$ cat src/hw/rtl/csit_pkg.sv
// package: default formats and width helpers for the circle/segment test
`default_nettype none

package csit_pkg;

  localparam int CSIT_COORD_WIDTH    = 24;
  localparam int CSIT_DIR_FRAC_BITS  = 14;
  localparam int CSIT_DIR_WIDTH      = 16;
  localparam int CSIT_RAD_TRIM       = 4;

  function automatic int csit_max(input int a, input int b);
    return (a > b) ? a : b;
  endfunction

  // width of p = (dr . dir) >>> dir_frac_bits
  function automatic int csit_p_width(input int cw, input int dfb);
    return (cw + 1) + CSIT_DIR_WIDTH + 1 - dfb;
  endfunction

  // signed width of the discriminant
  function automatic int csit_disc_width(input int cw, input int dfb);
    int pw;
    pw = csit_p_width(cw, dfb);
    return csit_max(2 * pw, 2 * (cw + 1) + 2) + 1;
  endfunction

  // even width of the non-negative radicand fed to the root pipeline
  function automatic int csit_root_in_width(input int cw, input int dfb);
    int dw;
    dw = csit_disc_width(cw, dfb);
    return 2 * (dw / 2);
  endfunction

  localparam int CSIT_DEF_ROOT_IN_WIDTH =
    csit_root_in_width(CSIT_COORD_WIDTH, CSIT_DIR_FRAC_BITS);
  localparam int CSIT_DEF_SIDE_WIDTH =
    1 + CSIT_COORD_WIDTH + csit_p_width(CSIT_COORD_WIDTH, CSIT_DIR_FRAC_BITS);

endpackage

`default_nettype wire

$ cat src/hw/rtl/csit_sqrt_pipe.sv
// pipelined integer square root, one result bit per stage, with side data
`default_nettype none

module csit_sqrt_pipe #(
  parameter int RAD_WIDTH  = csit_pkg::CSIT_DEF_ROOT_IN_WIDTH,
  parameter int SIDE_WIDTH = csit_pkg::CSIT_DEF_SIDE_WIDTH
) (
  input  logic                    clk,
  input  logic                    rst_n,
  input  logic                    en,
  input  logic                    in_vld,
  input  logic [RAD_WIDTH-1:0]    in_rad,
  input  logic [SIDE_WIDTH-1:0]   in_side,
  output logic                    out_vld,
  output logic [RAD_WIDTH/2-1:0]  out_root,
  output logic [SIDE_WIDTH-1:0]   out_side
);

  localparam int ROOT_WIDTH = RAD_WIDTH / 2;
  localparam int REM_WIDTH  = ROOT_WIDTH + 2;

  typedef struct packed {
    logic [REM_WIDTH-1:0]  rem;
    logic [ROOT_WIDTH-1:0] root;
    logic [RAD_WIDTH-1:0]  rad;
  } stage_t;

  function automatic stage_t sqrt_step(input stage_t s);
    stage_t               o;
    logic [REM_WIDTH-1:0] cur;
    logic [REM_WIDTH-1:0] trial;
    logic                 take;
    cur    = {s.rem[REM_WIDTH-3:0], s.rad[RAD_WIDTH-1 -: 2]};
    trial  = {s.root, 2'b01};
    take   = (cur >= trial);
    o.rem  = take ? (cur - trial) : cur;
    o.root = {s.root[ROOT_WIDTH-2:0], take};
    o.rad  = {s.rad[RAD_WIDTH-3:0], 2'b00};
    return o;
  endfunction

  stage_t                st_r    [ROOT_WIDTH];
  stage_t                st_nxt  [ROOT_WIDTH];
  logic [SIDE_WIDTH-1:0] side_r  [ROOT_WIDTH];
  logic [ROOT_WIDTH-1:0] vld_r;
  stage_t                st_first;

  always_comb begin
    st_first.rem  = '0;
    st_first.root = '0;
    st_first.rad  = in_rad;
    st_nxt[0]     = sqrt_step(st_first);
    for (int g = 1; g < ROOT_WIDTH; g++) begin
      st_nxt[g] = sqrt_step(st_r[g-1]);
    end
  end

  always_ff @(posedge clk) begin
    if (!rst_n) begin
      vld_r <= '0;
    end else if (en) begin
      vld_r <= {vld_r[ROOT_WIDTH-2:0], in_vld};
    end
  end

  always_ff @(posedge clk) begin
    if (en) begin
      side_r[0] <= in_side;
      for (int g = 0; g < ROOT_WIDTH; g++) begin
        st_r[g] <= st_nxt[g];
      end
      for (int g = 1; g < ROOT_WIDTH; g++) begin
        side_r[g] <= side_r[g-1];
      end
    end
  end

  assign out_vld  = vld_r[ROOT_WIDTH-1];
  assign out_root = st_r[ROOT_WIDTH-1].root;
  assign out_side = side_r[ROOT_WIDTH-1];

endmodule

`default_nettype wire

$ cat config.mk
export PLATFORM = sky130hd
export DESIGN_NAME = csit_sqrt_pipe
export DESIGN_NICKNAME = d
export VERILOG_FILES = /design/src/hw/rtl/csit_pkg.sv /design/src/hw/rtl/csit_sqrt_pipe.sv
export SDC_FILE = /design/constraint.sdc
export NUM_CORES = 2
export LEC_CHECK = 0
export ABC_AREA = 0
export BUFFER_PORTS_ARGS = -buffer_cell sky130_fd_sc_hd__buf_2
export CORE_MARGIN = 1.5
export CORE_UTILIZATION = 43
export CTS_CLUSTER_SIZE = 30
export DETAILED_ROUTE_END_ITERATION = 7
export PLACE_DENSITY_LB_ADDON = 0.15
export SYNTH_ARGS = -nofsm -noshare
export SYNTH_HDL_FRONTEND = slang
export SYNTH_MEMORY_MAX_BITS = 65536
export SYNTH_SLANG_ARGS = --single-unit
$ cat constraint.sdc
create_clock -name clk -period 4.2 [get_ports clk]
set_input_delay 0.42 -clock clk [delete_from_list [all_inputs] [get_ports clk]]
set_output_delay 0.42 -clock clk [all_outputs]
set_load 0.01 [all_outputs]
; ---- Word-level counts from Yosys, hierarchy flattened
; Memory sizes are Yosys's and may differ from the RTL's.
; Index checks and enable logic that the tools add are counted.
[totals]
memories = 2
register_bits = 28
ramBits = 4620
word_cells = 89
[memory_table]
columns = memory, depth, width, read_ports, rd_clocked_by_memory_dff, wr, line_no
row1 = st_r, 28, 112, 28, 0, 28, csit_sqrt_pipe.sv:42  ; stage_t st_r [ROOT_WIDTH];
row2 = side_r, 28, 53, 28, 0, 28, csit_sqrt_pipe.sv:44  ; logic [SIDE_WIDTH-1:0] side_r [ROOT_WIDTH];
[classes]
add_sub_neg = 28
n_lt_le_gt_ge = 28
mux = 30
[op_table]
columns = cell, count
row1 = $mux W30, 28
row2 = $ge A30 B30 Y1, 27
row3 = $sub A30 B30 Y30, 27
row4 = $sub A2 B1 Y3 const B, 1
row5 = $ge A2 B1 Y1 const B, 1
row6 = $mux W1, 2

; ---- Depth between registers and ports, before layout
; An unclocked memory read counts as a cell.
[depth]
ltp_word = 3
depth_mapped = 14
ltp_nobuf = 14

; ---- Worst setup path after synthesis
; Ideal clock, no wire load.
[synth_timing]
kind = flip-flop to flip-flop
from = memory st_r[0][876] (netlist name)
to = memory st_r[0][1003] (netlist name), data pin
period_less_slack_ns = 3.472
stages_incl_launch_ff = 12
n_path_buf = 2
setup_slack_ns = 0.728
setup_time_ns = 0.259
arrival_time_ns = 3.213
required_ns = 3.941
cell_sequence = edfxtp_1 -> or4_1 -> or3_1 -> or3_1 -> buf_4 -> nor3_4 -> a31o_2 -> nor3_2 -> or3_1 -> buf_2 -> or4_4 -> xnor2_2
[synth_rtl]
columns = element, line_no
row1 = "start, declared", csit_sqrt_pipe.sv:42

==> results.sh <==
export IMPL_holdWs_ps=204
export IMPL_worstSetupStartpointType="flip-flop"
export IMPL_yosys_area_share_simple=0.0656
export IMPL_async_flop_share=0
export IMPL_slew_violations=0
export IMPL_rows=204
export IMPL_post_cts_resized=0
export IMPL_root_buffer="clkbuf_16"
export IMPL_synth_top_area_frac=0.758
export IMPL_irDropWorstVdd_v=0.000355
export IMPL_grt_usage=0.149
export IMPL_synth_compound_area_frac=0.0631
export IMPL_pwr_share_comb=0.131
export IMPL_worstMarginPinSlew_ps=1210
export IMPL_ys_flop_type="edfxtp_1"
export IMPL_nFillCells=25800
export IMPL_hold_viol_final=0
export IMPL_vias=67400
export IMPL_place_area_mm2=0.140
export IMPL_syn_nets=8927
export IMPL_post_cts_buffers=0
export IMPL_dp_hpwl_um=159000
export IMPL_arrival_ps=4380
export IMPL_synth_xor_xnor_area_share=0.0378
export IMPL_seq_power_share=0.505
export IMPL_wire_per_inst_um=17.8
export IMPL_synthMuxAreaShare=0.00687
export IMPL_cts_sinks=3393
export IMPL_synth_area_per_cell_um2=15.9
export IMPL_dr_pass1_iters=5
export IMPL_layout_commonest_cell="edfxtp_1"
export IMPL_gp_congestion=0.873
export IMPL_core_area_mm2=0.309
export IMPL_grt_pass1_vias=67200
export IMPL_final_nets=9528
export IMPL_period_share=0.902
export IMPL_cts_hold_buf=114
export IMPL_io_pins=195
export IMPL_min_path_type="in2reg"
export IMPL_pre_cts_ws_ps=413
export IMPL_power_leakage_uw=0.0560
export IMPL_critical_path_max_stage_delay_ps=600
export IMPL_max_cap_violations=0
export IMPL_syn_to_final_growth_pct=14.6
export IMPL_endpoint_kind="flip-flop"
export IMPL_crit_family="simple AND/OR/NAND/NOR gates"
export IMPL_grt_first_pass_wirelength_um=375000
export IMPL_setup_slack_ps=410
export IMPL_tns_ps=0
export IMPL_path_cells="or4_1 -> or4_1 -> or2_1 -> nor4_1 -> o31a_1 -> nor3_2 -> buf_4 -> inv_2 -> nand4b_1 -> nor4_1 -> xor2_1"
export IMPL_path_clk_slew_ps=60
export IMPL_syn_area_mm2=0.133
export IMPL_p_sw_frac=0.249
export IMPL_synthAdderAreaFrac=0.0409
export IMPL_setup_viol=0
export IMPL_grt_max_degree=133
export IMPL_cts_tree="yes"
export IMPL_ant_nets=0
export IMPL_synth_seq_cells=3393
export IMPL_ys_warn_count=0
export IMPL_period_needed_ps=3790
export IMPL_clockBufferDepth=4
export IMPL_crit_fanout=22
export IMPL_pwr_share_clk=0.364
export IMPL_synth_edf_count=3365
export IMPL_dieArea_mm2=0.313
export IMPL_synth_top_family_by_area="simple AND/OR/NAND/NOR gates"
export IMPL_viasPerCell=5.03
export IMPL_final_cell_mix="edfxtp_1 (3365), nand2_1 (545), inv_1 (508)"
export IMPL_final_area_mm2=0.153
export IMPL_finClkSkew_ps=65.9
export IMPL_layout_drive_gt1_share=0.0976
export IMPL_synthTopCellsByArea="edfxtp_1 (76%), ha_1 (4.1%), xor2_1 (2.0%)"
export IMPL_cts_buffers_inserted=360
export IMPL_power_density_mw_per_mm2=558
export IMPL_overflow=0
export IMPL_drtIter0Drc=4748
export IMPL_status="finished, final reports clean"
export IMPL_drc=0
export IMPL_die_w_um=560
export IMPL_rsz0062_at_grt="false"
export IMPL_p_total_uw=85300
export IMPL_antenna_found_initial=4
export IMPL_die_y_um=560
export IMPL_clock_latency_ps=910
export IMPL_postSynthCellCount=8378
export IMPL_ys_seq_area_frac=0.762
export IMPL_initial_core_util=0.432
export IMPL_max_freq_mhz=264
export IMPL_synthDistinctLibCells=89
export IMPL_worst_path_buf_inv=2
export IMPL_htree_levels=5
export IMPL_p_int_uw=64000
export IMPL_crit_type="reg2reg"
export IMPL_portBuffers=194
export IMPL_p_sw_uw=21200
export IMPL_crit_slowest_cell="or4_1"
export IMPL_synth_largest_area_cell="edfxtp_1"
export IMPL_totalWireLength_um=238000
export IMPL_critPathRequiredTime_ps=4790
export IMPL_relSlewSlack=0.190
==> path summary, 6_finish.rpt <==
check | from | to | slack (ps) | cells past startpoint
worst min-delay path | in_rad[44] | st_r[0][44] | 200 | 2
worst max register to register | st_r[0][1102] | st_r[0][1222] | 410 | 11
worst max-delay path | st_r[0][1102] | st_r[0][1222] | 410 | 11
worst min register to register | st_r[0][941] | st_r[0][1055] | 380 | 0
==> per-layer routing <==
layer	track usage	share of wire	vias to the layer above
met4	0.0536	0.033	0
li1	-	-	32700
met2	0.241	0.46	1252
met3	0.0208	0.037	485
met5	0	0	-
met1	0.206	0.47	32900
==> power groups by stage <==
stage	Sequential [µW]	Combinational, µW	Clock (µW)
6_report	43100	11200	31000
3_3_place_gp	43700	11000	0
3_5_place_dp	43800	11100	0
4_1_cts	43100	11200	32200
5_1_grt	43400	12500	33500
2_1_floorplan	42800	7860	0
==> flip-flops by register name, indices dropped and copies added (netlist names) <==
signal  cells
st_r     1881
vld_r      28
side_r   1484
==> Yosys cell counts, types with 16 or more instances <==
cell type,count
inv_1,508
or3_1,52
nand3_1,116
clkbuf_1,122
a211oi_1,35
o21a_1,66
dfxtp_1,28
nor2b_1,94
edfxtp_1,3365
nor3_1,154
nand2_1,545
a21oi_1,377
xnor2_1,269
o21ai_1,316
nor4_1,89
o21ai_0,109
nor2_1,359
inv_2,24
mux2i_1,33
and3_1,44
xor2_1,305
a2111oi_0,16
ha_1,436
nand4_1,62
nand2b_1,87
mux2_1,40
a31oi_1,39
o31a_1,16
o31ai_1,44
a211o_1,17
or2_1,26
o21bai_1,28
nand3b_1,17
o211ai_1,33
buf_4,82
or4_1,44
a21o_1,148
==> kinds of logic after synthesis <==
| logic type | after synthesis |
|---|---|
| flip-flops | 3393 |
| AND/OR/NAND/NOR | 1776 |
| AO/OA/AOI/OAI | 1364 |
| buffers and inverters | 748 |
| XOR/XNOR | 575 |
| adder cells (fa/ha/maj) | 436 |
| multiplexers | 85 |
| other | 1 |
==> layout make-up <==
type / count / area, µm² / share of cell area
clock inverter: 196 / 2130 / 0.0139
inverter: 534 / 2010 / 0.0131
clock buffer: 453 / 9540 / 0.0624
tap: 4120 / 5150 / 0.0337
multi-input combinational: 4237 / 28700 / 0.188
antenna: 3 / 7.51 / 0.0000491
sequential: 3393 / 102000 / 0.665
timing repair buffer: 453 / 3700 / 0.0242
==> stage by stage <==
stage | instances | util
2_1_floorplan | 8378 | -
3_3_place_gp | 12600 | 0.454
3_5_place_dp | 12600 | 0.454
4_1_cts | 13400 | 0.495
5_1_grt | 13400 | 0.495
6_report | 13400 | 0.495
==> worst reg2reg max path, stage by stage (launching register included) <==
cell and delay (ps):
edfxtp_1 460, or4_1 600, or4_1 470, or2_1 290
nor4_1 370, o31a_1 200, nor3_2 60, buf_4 220
inv_2 100, nand4b_1 280, nor4_1 320, xor2_1 110
Power figures use the tool's default switching activity.
